<file path="src/hw/rtl/dmic_pkg.sv">
`timescale 1ns / 1ps

package dmic_pkg;

  localparam int WORD_BITS    = 32;
  localparam int PORT_WORDS   = 8;
  localparam int STALL_BITS   = 8;
  localparam int QUEUE_DEPTH  = 2;

  localparam logic [STALL_BITS-1:0] MISS_PENALTY_RESET = 8'd15;

  // One fetch request as it arrives on the input port
  typedef struct packed {
    logic [WORD_BITS-1:0] fetch_addr;
    logic [WORD_BITS-1:0] fill_word_0;
    logic [WORD_BITS-1:0] fill_word_1;
    logic [WORD_BITS-1:0] fill_word_2;
    logic [WORD_BITS-1:0] fill_word_3;
    logic [WORD_BITS-1:0] fill_word_4;
    logic [WORD_BITS-1:0] fill_word_5;
    logic [WORD_BITS-1:0] fill_word_6;
    logic [WORD_BITS-1:0] fill_word_7;
  } fetch_req_t;

  // One fetch response as it leaves on the result port
  typedef struct packed {
    logic [WORD_BITS-1:0]  line_word_0;
    logic [WORD_BITS-1:0]  line_word_1;
    logic [WORD_BITS-1:0]  line_word_2;
    logic [WORD_BITS-1:0]  line_word_3;
    logic [WORD_BITS-1:0]  line_word_4;
    logic [WORD_BITS-1:0]  line_word_5;
    logic [WORD_BITS-1:0]  line_word_6;
    logic [WORD_BITS-1:0]  line_word_7;
    logic                  was_hit;
    logic [STALL_BITS-1:0] stall_cycles;
  } fetch_rsp_t;

  // Classified fetch handed from lookup to the data side
  typedef struct packed {
    fetch_req_t            req;
    logic                  hit;
    logic [STALL_BITS-1:0] stall;
  } icq_entry_t;

  typedef logic [PORT_WORDS-1:0][WORD_BITS-1:0] word_array_t;

  typedef enum logic [1:0] {
    FS_CLEAR,
    FS_IDLE,
    FS_LOOKUP
  } front_state_t;

  // Gather the fill words of a request into an array
  function automatic word_array_t fill_words(fetch_req_t r);
    word_array_t w;
    w[0] = r.fill_word_0;
    w[1] = r.fill_word_1;
    w[2] = r.fill_word_2;
    w[3] = r.fill_word_3;
    w[4] = r.fill_word_4;
    w[5] = r.fill_word_5;
    w[6] = r.fill_word_6;
    w[7] = r.fill_word_7;
    return w;
  endfunction

  // Build a response from a line and its status
  function automatic fetch_rsp_t make_rsp(word_array_t w, logic hit,
                                          logic [STALL_BITS-1:0] stall);
    fetch_rsp_t r;
    r.line_word_0  = w[0];
    r.line_word_1  = w[1];
    r.line_word_2  = w[2];
    r.line_word_3  = w[3];
    r.line_word_4  = w[4];
    r.line_word_5  = w[5];
    r.line_word_6  = w[6];
    r.line_word_7  = w[7];
    r.was_hit      = hit;
    r.stall_cycles = stall;
    return r;
  endfunction

endpackage

</file>
<file path="src/hw/rtl/dmic_front.sv">
`timescale 1ns / 1ps

module dmic_front import dmic_pkg::*; #(
  parameter int INDEX_BITS  = 5,
  parameter int OFFSET_BITS = 3
) (
  input  logic                  clk,
  input  logic                  rst,
  input  logic                  start,
  output logic                  busy,
  input  fetch_req_t            req,
  input  logic [STALL_BITS-1:0] miss_penalty,
  output logic                  push_valid,
  input  logic                  push_ready,
  output icq_entry_t            push_entry
);

  localparam int NUM_LINES = 1 << INDEX_BITS;
  localparam int TAG_LSB   = OFFSET_BITS + INDEX_BITS;
  localparam int TAG_BITS  = WORD_BITS - TAG_LSB;
  localparam logic [INDEX_BITS-1:0] LAST_IDX = {INDEX_BITS{1'b1}};

  front_state_t state, state_next;
  logic [INDEX_BITS-1:0] clr_idx, clr_idx_next;

  // Tag RAM entry: valid bit over tag
  logic [TAG_BITS:0] tag_mem [NUM_LINES];
  logic [TAG_BITS:0] tag_rd;
  fetch_req_t        s1_req;

  logic                  accept;
  logic                  hit;
  logic                  tag_we;
  logic [INDEX_BITS-1:0] tag_waddr;
  logic [TAG_BITS:0]     tag_wdata;
  logic [INDEX_BITS-1:0] req_idx;
  logic [INDEX_BITS-1:0] s1_idx;
  logic [TAG_BITS-1:0]   s1_tag;

  assign req_idx = req.fetch_addr[OFFSET_BITS +: INDEX_BITS];
  assign s1_idx  = s1_req.fetch_addr[OFFSET_BITS +: INDEX_BITS];
  assign s1_tag  = s1_req.fetch_addr[TAG_LSB +: TAG_BITS];
  assign hit     = tag_rd[TAG_BITS] && (tag_rd[TAG_BITS-1:0] == s1_tag);

  // Advance state and sweep counter
  always_ff @(posedge clk) begin
    if (rst) begin
      state   <= FS_CLEAR;
      clr_idx <= '0;
    end else begin
      state   <= state_next;
      clr_idx <= clr_idx_next;
    end
  end

  assign clr_idx_next = (state == FS_CLEAR) ? clr_idx + 1'b1 : clr_idx;

  // Next state
  always_comb begin
    state_next = state;
    unique case (state)
      FS_CLEAR:  if (clr_idx == LAST_IDX) state_next = FS_IDLE;
      FS_IDLE:   if (start) state_next = FS_LOOKUP;
      FS_LOOKUP: if (push_ready) state_next = FS_IDLE;
      default:   state_next = FS_CLEAR;
    endcase
  end

  // Decode outputs and tag RAM controls
  always_comb begin
    busy      = 1'b1;
    accept    = 1'b0;
    push_valid = 1'b0;
    tag_we    = 1'b0;
    tag_waddr = s1_idx;
    tag_wdata = {1'b1, s1_tag};
    unique case (state)
      FS_CLEAR: begin
        tag_we    = 1'b1;
        tag_waddr = clr_idx;
        tag_wdata = '0;
      end
      FS_IDLE: begin
        busy   = 1'b0;
        accept = start;
      end
      FS_LOOKUP: begin
        push_valid = 1'b1;
        tag_we     = push_ready && !hit;
      end
      default: begin
        busy = 1'b1;
      end
    endcase
  end

  // Tag RAM write, registered read and request capture
  always_ff @(posedge clk) begin
    if (tag_we) begin
      tag_mem[tag_waddr] <= tag_wdata;
    end
    if (accept) begin
      tag_rd <= tag_mem[req_idx];
      s1_req <= req;
    end
  end

  assign push_entry.req   = s1_req;
  assign push_entry.hit   = hit;
  assign push_entry.stall = hit ? '0 : miss_penalty;

endmodule

</file>
<file path="config.mk">
export PLATFORM = sky130hd
export DESIGN_NAME = dmic_front
export DESIGN_NICKNAME = d
export VERILOG_FILES = /design/src/hw/rtl/dmic_pkg.sv /design/src/hw/rtl/dmic_front.sv
export SDC_FILE = /design/constraint.sdc
export NUM_CORES = 1
export LEC_CHECK = 0
export ABC_AREA = 0
export BUFFER_PORTS_ARGS = -buffer_cell sky130_fd_sc_hd__buf_2
export CAP_MARGIN = 20
export CORE_ASPECT_RATIO = 0.7
export CORE_MARGIN = 2
export CORE_UTILIZATION = 43
export CTS_BUF_LIST = sky130_fd_sc_hd__clkbuf_16
export CTS_CLUSTER_DIAMETER = 50
export DETAILED_ROUTE_END_ITERATION = 16
export GPL_TIMING_DRIVEN = 0
export PLACE_DENSITY = 0.66
export SLEW_MARGIN = 25
export SYNTH_ARGS = -nofsm -noshare
export SYNTH_HDL_FRONTEND = slang
export SYNTH_SLANG_ARGS = --single-unit
</file>
<file path="constraint.sdc">
create_clock -name clk -period 44.3 [get_ports clk]
set_input_delay 8.86 -clock clk [delete_from_list [all_inputs] [get_ports clk]]
set_output_delay 8.86 -clock clk [all_outputs]
set_load 0.03 [all_outputs]
</file>
==> results.sh <==
export IMPL_status="finished, final reports clean"
export IMPL_routed_via_count=22320
export IMPL_crit_type="input pin to output pin"
export IMPL_max_cap_violations=0
export IMPL_synthArstFlopShare=0
export IMPL_leakagePower_uw=0.01801
export IMPL_setup_viol=0
export IMPL_synth_edf_count=1113
export IMPL_port_buffers=598
export IMPL_p_comb_frac=0.044
export IMPL_period_needed_ps=18110
export IMPL_first_pass_iters=5
export IMPL_power_density_nw_per_um2=43.55
export IMPL_synth_area_per_cell_um2=22.54
export IMPL_stdcell_area_um2=51100
export IMPL_overflow=0
export IMPL_synth_ff_type="edfxtp_1"
export IMPL_hpwl_um=97830
export IMPL_cts_tree="yes"
export IMPL_worstSetupEndpointType="output pin"
export IMPL_place_ws_ps=26180
export IMPL_crit_required_ps=35440
export IMPL_cts_resized_gates=0
export IMPL_yosys_warnings=0
export IMPL_grt_usage=0.2673
export IMPL_max_slew_margin_rel=0.3080
export IMPL_start_kind="input pin"
export IMPL_fmax_mhz=55.20
export IMPL_dpl_cell_area_um2=47280
export IMPL_internal_power_uw=1754
export IMPL_synthDistinctLibCells=43
export IMPL_synth_seq_cells=1120
export IMPL_cts_buffer_depth=3
export IMPL_die_y_um=263.0
export IMPL_clkPwrFrac=0.433
export IMPL_clkTransAtPathRegs_ps=60
export IMPL_drc=0
export IMPL_post_drt_wl_per_cell_um=33.43
export IMPL_drive_gt1_frac=0.4291
export IMPL_grt_max_degree=33
export IMPL_synth_area_top_cells="edfxtp_1 (81%), mux4_2 (11%), mux2i_1 (1.2%)"
export IMPL_synth_top_area_frac=0.8111
export IMPL_coreArea_um2=94440
export IMPL_cpMostUsedCell="buf_2"
export IMPL_worstMarginPinSlew_ps=1038
export IMPL_h_tree_depth=3
export IMPL_crit_fanout=1
export IMPL_grt_first_pass_wirelength_um=180100
export IMPL_syn_area_um2=41210
export IMPL_dr_first_iter_drc_count=2817
export IMPL_initial_utilization=0.4363
export IMPL_timing_final_ws_setup_ps=26190
export IMPL_grt_pass1_vias=21740
export IMPL_drt_total_wl_um=132300
export IMPL_fin_nets=2893
export IMPL_gp_congestion=1.082
export IMPL_die_w_um=374.0
export IMPL_fin_crit_sh=0.4089
export IMPL_most_common_layout_cells="edfxtp_1 (1,113), buf_2 (643), mux4_2 (193)"
export IMPL_final_common_cell="edfxtp_1"
export IMPL_finalHoldViolations=0
export IMPL_syn_nets=2130
export IMPL_cts_hold_buffers_added=0
export IMPL_area_growth_pct=24.00
export IMPL_synth_largest_area_cell="edfxtp_1"
export IMPL_ios=599
export IMPL_slowest_stage="buf_2"
export IMPL_yosysSeqAreaShare=0.8145
export IMPL_crit_path_cell_trace="buf_2 > and2_1 > buf_2"
export IMPL_clock_sinks=1120
export IMPL_hold_class="flop to flop"
export IMPL_maxSlewViolCount=0
export IMPL_root_buffer="clkbuf_16"
export IMPL_num_rows=94
export IMPL_critPathArrivalTime_ps=9250
export IMPL_max_stage_delay_ps=170
export IMPL_fp_dieArea_um2=98370
export IMPL_synth_cells=1828
export IMPL_antenna_found_initial=39
export IMPL_fin_skew_ps=32.58
export IMPL_tns_ps=0
export IMPL_irDropWorstVdd_v=0.00003570
export IMPL_numCtsBuffers=113
export IMPL_p_seq_frac=0.523
export IMPL_p_switching_uw=471.7
export IMPL_viasPerCell=5.639
export IMPL_rsz0062_at_grt="no"
export IMPL_post_cts_setup_buffers=0
export IMPL_p_sw_frac=0.2120
export IMPL_ant_nets=0
export IMPL_clock_latency_ps=700
worst max-delay path, delay by kind of cell:
kind,cells,cell delay (ps)
buf+inv,2,260
simple gates,1,130
Yosys cell counts, types with 5 or more instances:
| master | count |
|---|---|
| buf_4 | 8 |
| a21oi_1 | 30 |
| o21ai_1 | 28 |
| and2_1 | 33 |
| mux4_2 | 193 |
| edfxtp_1 | 1113 |
| dfxtp_1 | 7 |
| mux2_2 | 25 |
| nor2_1 | 66 |
| nand3b_1 | 6 |
| xor2_1 | 26 |
| nor4_1 | 10 |
| nand2_1 | 62 |
| buf_2 | 45 |
| clkbuf_1 | 18 |
| mux4_1 | 7 |
| mux2i_1 | 51 |
| nand3_1 | 27 |
| o21a_1 | 25 |
| nor3_1 | 5 |
sequential cells by signal, summed over array words and instances (netlist names):
register and cells:
clr_idx 5, push_entry 288, state 2, tag_mem 800
tag_rd 25
cell families (layout without fill, tap and decap cells):
group / Yosys count / in the layout / synth area share
AO/OA/AOI/OAI: 95 / 95 / 0.01375
XOR/XNOR: 27 / 27 / 0.005739
adder cells (fa/ha/maj): 2 / 2 / 0.0006072
buffers and inverters: 83 / 942 / 0.01047
flip-flops: 1120 / 1120 / 0.8145
multiplexers: 276 / 276 / 0.1292
other: 0 / 23 / 0
AND/OR/NAND/NOR: 225 / 225 / 0.02581
through the flow:
| step | hold slack (ps) | utilization | power [uW] | std cells |
|---|---|---|---|---|
| 5_1_grt | 579.6 | 0.5405 | 2288 | 3938 |
| 2_1_floorplan | 476.2 | - | 1235 | 1828 |
| 3_5_place_dp | 521.7 | 0.5006 | 1282 | 3724 |
| 4_1_cts | 532.2 | 0.5404 | 2240 | 3935 |
| 3_3_place_gp | 504.0 | 0.4846 | 1275 | 3674 |
| 6_report | 539.4 | 0.5411 | 2226 | 3958 |
path summary, 6_finish.rpt:
check                                                  to                 startpoint  cells after the start  slack (ps)
worst max-delay path                        push_entry[3]            miss_penalty[3]                      3       26190
worst min-delay path              clr_idx[1]$_SDFFE_PP0P_    clr_idx[1]$_SDFFE_PP0P_                      2         540
worst max register to register  tag_mem[28][11]$_DFFE_PP_  push_entry[289]$_DFFE_PP_                      6       40770
worst min register to register    clr_idx[1]$_SDFFE_PP0P_    clr_idx[1]$_SDFFE_PP0P_                      2         540
power by group through the flow:
stage	clock network [uW]	logic (uW)	registers [uW]
4_1_cts	980	95.7	1160
3_3_place_gp	0	88.2	1190
2_1_floorplan	0	48.4	1190
5_1_grt	1020	102	1160
3_5_place_dp	0	94.8	1190
6_report	964	96.8	1160
per-layer routing:
layer  vias up  track usage  part of all wire
met4        16      0.04629             0.016
met2      1187       0.3781              0.43
met3       173      0.08414              0.11
met1     11820       0.4098              0.44
met5         -      0.01597            0.0020
li1       9122            -                 -
cell type report:
| cell class | instances | area (um2) |
|---|---|---|
| sequential | 1120 | 33560 |
| timing repair buffer | 648 | 4197 |
| inverter | 4 | 15.01 |
| tap | 1248 | 1562 |
| clock buffer | 117 | 2928 |
| multi-input combinational | 625 | 7535 |
| antenna | 23 | 57.56 |
| buffer | 79 | 417.9 |
| clock inverter | 94 | 827.0 |
| fill | 7263 | 43340 |
(Power assumes the default switching activity.)
