--- config.mk ---
export PLATFORM = sky130hd
export DESIGN_NAME = dmic_queue
export DESIGN_NICKNAME = d
export VERILOG_FILES = /design/src/hw/rtl/dmic_pkg.sv /design/src/hw/rtl/dmic_queue.sv
export SDC_FILE = /design/constraint.sdc
export NUM_CORES = 1
export LEC_CHECK = 0
export BUFFER_PORTS_ARGS = -buffer_cell sky130_fd_sc_hd__buf_4
export CORE_AREA = 5 5 228 230
export CTS_BUF_LIST = sky130_fd_sc_hd__clkbuf_16
export DETAILED_ROUTE_END_ITERATION = 8
export DIE_AREA = 0 0 233 235
export GPL_ROUTABILITY_DRIVEN = 0
export PLACE_DENSITY_LB_ADDON = 0.08
export SYNTH_ARGS = -nofsm -noshare
export SYNTH_HDL_FRONTEND = slang
export SYNTH_SLANG_ARGS = --single-unit
export TNS_END_PERCENT = 5
--- constraint.sdc ---
create_clock -name clk -period 28.9 [get_ports clk]
set_clock_uncertainty 0.2 [all_clocks]
set_input_delay 5.78 -clock clk [delete_from_list [all_inputs] [get_ports clk]]
set_output_delay 5.78 -clock clk [all_outputs]
set_load 0.005 [all_outputs]
--- src/hw/rtl/dmic_pkg.sv ---
`timescale 1ns / 1ps

package dmic_pkg;

  localparam int WORD_BITS    = 32;
  localparam int PORT_WORDS   = 8;
  localparam int STALL_BITS   = 8;
  localparam int QUEUE_DEPTH  = 2;

  localparam logic [STALL_BITS-1:0] MISS_PENALTY_RESET = 8'd15;

  // One fetch request as it arrives on the input port
  typedef struct packed {
    logic [WORD_BITS-1:0] fetch_addr;
    logic [WORD_BITS-1:0] fill_word_0;
    logic [WORD_BITS-1:0] fill_word_1;
    logic [WORD_BITS-1:0] fill_word_2;
    logic [WORD_BITS-1:0] fill_word_3;
    logic [WORD_BITS-1:0] fill_word_4;
    logic [WORD_BITS-1:0] fill_word_5;
    logic [WORD_BITS-1:0] fill_word_6;
    logic [WORD_BITS-1:0] fill_word_7;
  } fetch_req_t;

  // One fetch response as it leaves on the result port
  typedef struct packed {
    logic [WORD_BITS-1:0]  line_word_0;
    logic [WORD_BITS-1:0]  line_word_1;
    logic [WORD_BITS-1:0]  line_word_2;
    logic [WORD_BITS-1:0]  line_word_3;
    logic [WORD_BITS-1:0]  line_word_4;
    logic [WORD_BITS-1:0]  line_word_5;
    logic [WORD_BITS-1:0]  line_word_6;
    logic [WORD_BITS-1:0]  line_word_7;
    logic                  was_hit;
    logic [STALL_BITS-1:0] stall_cycles;
  } fetch_rsp_t;

  // Classified fetch handed from lookup to the data side
  typedef struct packed {
    fetch_req_t            req;
    logic                  hit;
    logic [STALL_BITS-1:0] stall;
  } icq_entry_t;

  typedef logic [PORT_WORDS-1:0][WORD_BITS-1:0] word_array_t;

  typedef enum logic [1:0] {
    FS_CLEAR,
    FS_IDLE,
    FS_LOOKUP
  } front_state_t;

  // Gather the fill words of a request into an array
  function automatic word_array_t fill_words(fetch_req_t r);
    word_array_t w;
    w[0] = r.fill_word_0;
    w[1] = r.fill_word_1;
    w[2] = r.fill_word_2;
    w[3] = r.fill_word_3;
    w[4] = r.fill_word_4;
    w[5] = r.fill_word_5;
    w[6] = r.fill_word_6;
    w[7] = r.fill_word_7;
    return w;
  endfunction

  // Build a response from a line and its status
  function automatic fetch_rsp_t make_rsp(word_array_t w, logic hit,
                                          logic [STALL_BITS-1:0] stall);
    fetch_rsp_t r;
    r.line_word_0  = w[0];
    r.line_word_1  = w[1];
    r.line_word_2  = w[2];
    r.line_word_3  = w[3];
    r.line_word_4  = w[4];
    r.line_word_5  = w[5];
    r.line_word_6  = w[6];
    r.line_word_7  = w[7];
    r.was_hit      = hit;
    r.stall_cycles = stall;
    return r;
  endfunction

endpackage

--- src/hw/rtl/dmic_queue.sv ---
`timescale 1ns / 1ps

module dmic_queue import dmic_pkg::*; (
  input  logic       clk,
  input  logic       rst,
  input  logic       push_valid,
  output logic       push_ready,
  input  icq_entry_t push_entry,
  output logic       pop_valid,
  input  logic       pop_ready,
  output icq_entry_t pop_entry
);

  localparam int PTR_BITS = $clog2(QUEUE_DEPTH);

  icq_entry_t            slots [QUEUE_DEPTH];
  logic [PTR_BITS-1:0]   wr_ptr;
  logic [PTR_BITS-1:0]   rd_ptr;
  logic [PTR_BITS:0]     count;
  logic                  do_push;
  logic                  do_pop;

  assign push_ready = (count != QUEUE_DEPTH[PTR_BITS:0]);
  assign pop_valid  = (count != '0);
  assign do_push    = push_valid && push_ready;
  assign do_pop     = pop_valid && pop_ready;
  assign pop_entry  = slots[rd_ptr];

  // Track pointers and fill level
  always_ff @(posedge clk) begin
    if (rst) begin
      wr_ptr <= '0;
      rd_ptr <= '0;
      count  <= '0;
    end else begin
      if (do_push) wr_ptr <= wr_ptr + 1'b1;
      if (do_pop)  rd_ptr <= rd_ptr + 1'b1;
      if (do_push && !do_pop) begin
        count <= count + 1'b1;
      end else if (do_pop && !do_push) begin
        count <= count - 1'b1;
      end
    end
  end

  // Hold entries
  always_ff @(posedge clk) begin
    if (do_push) begin
      slots[wr_ptr] <= push_entry;
    end
  end

endmodule

==> reports/metrics.yaml, run 1 <==
status: "finished, final reports clean"
tns_ns: 0
postPlaceCellArea_mm2: 0.02770
drv_cap: 0
powerDensity_mw_per_mm2: 85.63
cts.sinks: 599
final_common_cell: "buf_4"
via_per_inst: 4.824
numPortBuffers: 599
seq_area_frac_synth_pct: 79.36
cp_slowest_cell: "buf_4"
max_slew.worst_pin.slew_ns: 1.182
fp.dieW_um: 233
path_cells: "buf_4 > buf_4 > mux2_2 > buf_4"
worstPathRequired_ns: 22.92
start_kind: "flip-flop"
ant_nets: 0
hold_class: "reg2reg"
post_synth_inst_count: 948
critPathBufInv: 3
slew-limit-headroom_pct: 21.22
yosys.area.top_type: "edfxtp_1"
ys_warn_count: 0
fin_crit_sh_pct: 34.63
numCtsBuffers: 61
synthDistinctLibCells: 19
drt_iter0_drc: 658
post-route-worst-setup-slack_ns: 18.89
path_max_fanout: 70
critPathMaxStageDelay_ns: 0.95
num-nets-final: 1885
ir_drop_mv: 0.05624
clock_latency_ns: 0.59
netlist.area_leader.share_pct: 78.92
totalWireLength_um: 54870
syn_area_mm2: 0.02260
die_h_um: 235
maxClockFrequency_mhz: 99.92
p_leak_nw: 11.41
place_inst: 2192
dr.pass1.iters: 5
clock-root-buffer: "clkbuf_16"
antenna_found_initial: 15
layout_common_cells: "buf_4 (602), edfxtp_1 (594), mux2_4 (230)"
route.detailed.drc: 0
postCtsSetupBuffers: 0
worstSetupPathType: "reg2out"
end_kind: "output port"
finalHoldViolations: 0
drive_gt1_share_pct: 60.71
final_area_mm2: 0.02957
worstPathArrival_ns: 4.03
cts_tree: "built"
cts-resized-gates: 0
syn_avg_cell_area_um2: 23.84
drv_slew: 0
gr-usage-all-layers_pct: 19.31
ys_top_cells_by_area: "edfxtp_1 (79%), mux2_4 (15%), mux2_2 (3.3%)"
clock_path_buffers: 3
synth_nets: 1250
clk_pin_slew_ns: 0.06
synth-seq-cells: 599
area_growth_pct: 30.84
setup_viol: 0
crit_family: "buffers and inverters"
grt_max_degree: 177
grt_pass1_wl_um: 77760
io_pins: 600
layout.cells.non_filler: 2312
critPathMostFrequentCell: "buf_4"
core-area_mm2: 0.04966
rsz0062_at_grt: "no"
initial_core_util_pct: 45.52
holdBufCountCts: 0
grt.overflow.total: 0
fin_crit_ns: 10.01
routedWlPerCell_um: 23.73
die_area_mm2: 0.05476
row_count: 82
dp_hpwl_um: 38560
grt_pass1_vias: 11943
place_ws_ns: 19.42
htree_levels: 2
p_total_mw: 2.532
routed-via-count: 11154
==> tightest hold or removal path: stages, from the launching register on <==
cell and delay, ns:
dfxtp_1 0.32, xor2_1 0.08, nor2_1 0.07
==> sequential cells by signal, summed over array words and instances (netlist names), named ones only <==
| register | count |
|---|---|
| wr_ptr | 1 |
| slots | 594 |
| rd_ptr | 1 |
| count | 2 |
==> per-layer routing <==
layer | GRT usage (%) | vias up | share of wire [%]
met5 | 0 | - | 0.098
met4 | 7.071 | 8 | 2.7
met2 | 33.50 | 423 | 52
met1 | 21.25 | 5546 | 35
li1 | - | 5085 | -
met3 | 7.992 | 92 | 9.6
==> metrics by stage <==
stage                     util (%)  hold WS (ns)
after CTS                    59.50        0.3128
after detailed placement     55.79        0.2986
final                        59.55        0.3055
after floorplan                  -        0.2705
after global routing         59.53        0.3359
after global placement       55.79        0.2875
==> Yosys cell counts <==
| master | instances |
|---|---|
| mux2_4 | 230 |
| ha_1 | 1 |
| and3_1 | 1 |
| a21oi_1 | 2 |
| buf_2 | 6 |
| or2_2 | 1 |
| nor2_1 | 3 |
| and2_1 | 1 |
| nand3b_1 | 1 |
| a21bo_2 | 1 |
| or3_1 | 1 |
| edfxtp_1 | 594 |
| dfxtp_1 | 5 |
| buf_6 | 27 |
| inv_1 | 1 |
| xor2_1 | 3 |
| nand2b_1 | 1 |
| o21ai_0 | 2 |
| mux2_2 | 67 |
==> report_power, final <==
part	internal (mW)	leakage [nW]	switching, mW
Sequential	1.09	5.59	0.0368
Clock	0.415	0.951	0.309
Combinational	0.392	4.87	0.293
==> cells by family after synthesis <==
kind of cell    share of synthesized area (%)
simple gates                           0.2215
fa+ha+maj                             0.05535
xor+xnor                               0.1163
flops                                   79.36
mux                                     18.62
buf+inv                                 1.495
compound gates                         0.1329
==> layout make-up <==
cell class                      count  area (µm²)
Antenna cell                       11       27.53
Clock buffer                       61        1526
Clock inverter                     48       314.1
Fill cell                        3800       20090
Inverter                            1       11.26
Multi-Input combinational cell    315        4332
Sequential cell                   599       17940
Tap cell                          672       840.8
Timing Repair Buffer              605        4579
==> path summary, 6_finish.rpt <==
kind / depth (start not counted) / endpoint / slack, ns / startpoint
setup reg to reg: 4 / slots[0][282] / 25.66 / count[0]
hold / removal: 2 / flip-flop / 0.31 / rd_ptr
hold reg to reg: 2 / flip-flop / 0.31 / rd_ptr
setup / recovery: 4 / pop_entry[290] / 18.89 / flip-flop
No activity file was read; power rests on OpenSTA's default activity.
==> run 2: changes to the inputs <==
- CORE_AREA: 5 5 228 230 -> 5 5 232 234
- DIE_AREA: 0 0 233 235 -> 0 0 237 239
- clock period: 28.9 -> 8.2 ns (I/O delays scaled with it)
==> run 2 against run 1 <==
Effect of this change:
- highest routed layer unchanged
- global-route usage decreased by 1.2 points
- count of clock-buffer cells in the layout did not move
- clock power rose to 3.6 times the previous value
- final area increased by 0.14%
- worst hold slack worse by 0.0014 ns
- final cell count increased by 0.39%
- sequential cell count unchanged
- register-to-register slack worse by 20 ns
==> reports/metrics.yaml, run 2 (synthesized netlist as in run 1, its figures left out) <==
hold_class: "reg2reg"
worstPathRequired_ns: 6.36  # -16.56 ns
critPathBufInv: 2  # -1
drt_iter0_drc: 492  # -25%
routedWlPerCell_um: 23.45  # -1.2%
grt_pass1_wl_um: 75930  # -2.4%
clock-root-buffer: "clkbuf_16"
path_max_fanout: 137  # +96%
antenna_found_initial: 12  # -3
numPortBuffers: 599  # unchanged
maxClockFrequency_mhz: 210.0
fp.dieW_um: 237  # +1.7%
routed-via-count: 11126  # -0.25%
fin_crit_ns: 4.762
rr_startpoint: "count[0]"
grt.overflow.total: 0  # unchanged
cts-resized-gates: 0  # unchanged
ir_drop_mv: 0.2492  # +340%
p_leak_nw: 11.42  # +0.16%
dp_hpwl_um: 37390  # -3.0%
holdBufCountCts: 0  # unchanged
clk_pin_slew_ns: 0.06  # about the same
gr-usage-all-layers_pct: 18.16  # -1.2 points
die_area_mm2: 0.05664  # +3.4%
final_area_mm2: 0.02961  # +0.14%
die_h_um: 239  # +1.7%
slew-limit-headroom_pct: 26.66  # +5.4 points
htree_levels: 2  # unchanged
worstSetupPathType: "reg2out"
io_pins: 600  # unchanged
num-nets-final: 1885  # unchanged
top_register: "slots"
worstPathArrival_ns: 2.92  # -1.11 ns
start_kind: "flip-flop"
top_regs: "slots (594), count (2)"
postPlaceCellArea_mm2: 0.02775  # +0.16%
drive_gt1_share_pct: 60.39  # -0.32 points
via_per_inst: 4.794  # -0.64%
route.detailed.drc: 0  # unchanged
cts.sinks: 599  # unchanged
hold_ws_ns: 0.3041  # -0.001392 ns
critPathMaxStageDelay_ns: 0.82  # -0.13 ns
postCtsSetupBuffers: 0  # unchanged
drv_cap: 0  # unchanged
initial_core_util_pct: 43.62  # -1.9 points
fin_crit_sh_pct: 58.07
path_cells: "buf_12 > mux2_2 > buf_4"
status: "finished, final reports clean"
crit_family: "buffers and inverters"
min_from: "rd_ptr"
totalWireLength_um: 54420  # -0.82%
drv_slew: 0  # unchanged
ant_nets: 0  # unchanged
layout_common_cells: "buf_4 (600), edfxtp_1 (594), mux2_4 (230)"
clock_path_buffers: 3  # unchanged
final_common_cell: "buf_4"
grt_pass1_vias: 11594  # -2.9%
numCtsBuffers: 61  # unchanged
clock_latency_ns: 0.60  # about the same
setup_viol: 0  # unchanged
dr.pass1.iters: 4  # -1
cts_tree: "built"
rsz0062_at_grt: "no"
end_kind: "output port"
powerDensity_mw_per_mm2: 302.0  # +250%
cp_slowest_cell: "dfxtp_4"
grt_max_degree: 151  # -15%
finalHoldViolations: 0  # unchanged
row_count: 84  # +2.4%
max_slew.worst_pin.slew_ns: 1.100  # -0.08161 ns
largest_reg_flops: 594  # unchanged
core-area_mm2: 0.05181  # +4.3%
area_growth_pct: 31.03
final_util_pct: 57.15  # -2.4 points
run 2: routing by layer:
metal  vias up  track usage (%)  wire length (µm)
li1       5071                -                 -
met1      5548            20.75             19360
met2       392            30.79             27610
met3       105            7.741              5511
met4        10            6.454              1865
met5         -                0                77
run 2: through the flow:
step / setup WS, ns / cells / setup TNS (ns) / total power, mW
floorplan: -0.1161 / 948 / -34.48 / 5.404
global placement: 4.012 / 2208 / 0 / 6.472
detailed placement: 3.997 / 2208 / 0 / 6.485
CTS: 3.341 / 2314 / 0 / 9.093
global route: 3.267 / 2317 / 0 / 9.338
finish: 3.438 / 2321 / 0 / 8.944
run 2: final cells by class:
cell class	instances	area (µm²)
multi-input combinational	315	4332
tap	688	860.8
inverter	1	11.26
timing repair buffer	605	4604
clock buffer	61	1526
clock inverter	45	321.6
fill	4009	22200
antenna	7	17.52
sequential	599	17940
run 2: path summary, 6_finish.rpt:
path / endpoint / slack (ns) / cells past startpoint
worst max register to register: slots[0][157] / 5.17 / 4
worst max-delay path: pop_entry[34] / 3.44 / 3
worst min register to register: rd_ptr / 0.30 / 2
worst min-delay path: rd_ptr / 0.30 / 2
run 2: where the power goes:
| part | internal, mW | switching, mW |
|---|---|---|
| combinational | 1.38 | 1.04 |
| sequential | 3.83 | 0.119 |
| clock | 1.49 | 1.09 |
| total | 6.70 | 2.25 |
run 2: tightest hold or removal path, delay by kind of cell (launching register included):
family                    cells  cell delay [ns]
xor gates and xnor gates      1             0.08
DFF                           1             0.32
and+or+nand+nor               1             0.08
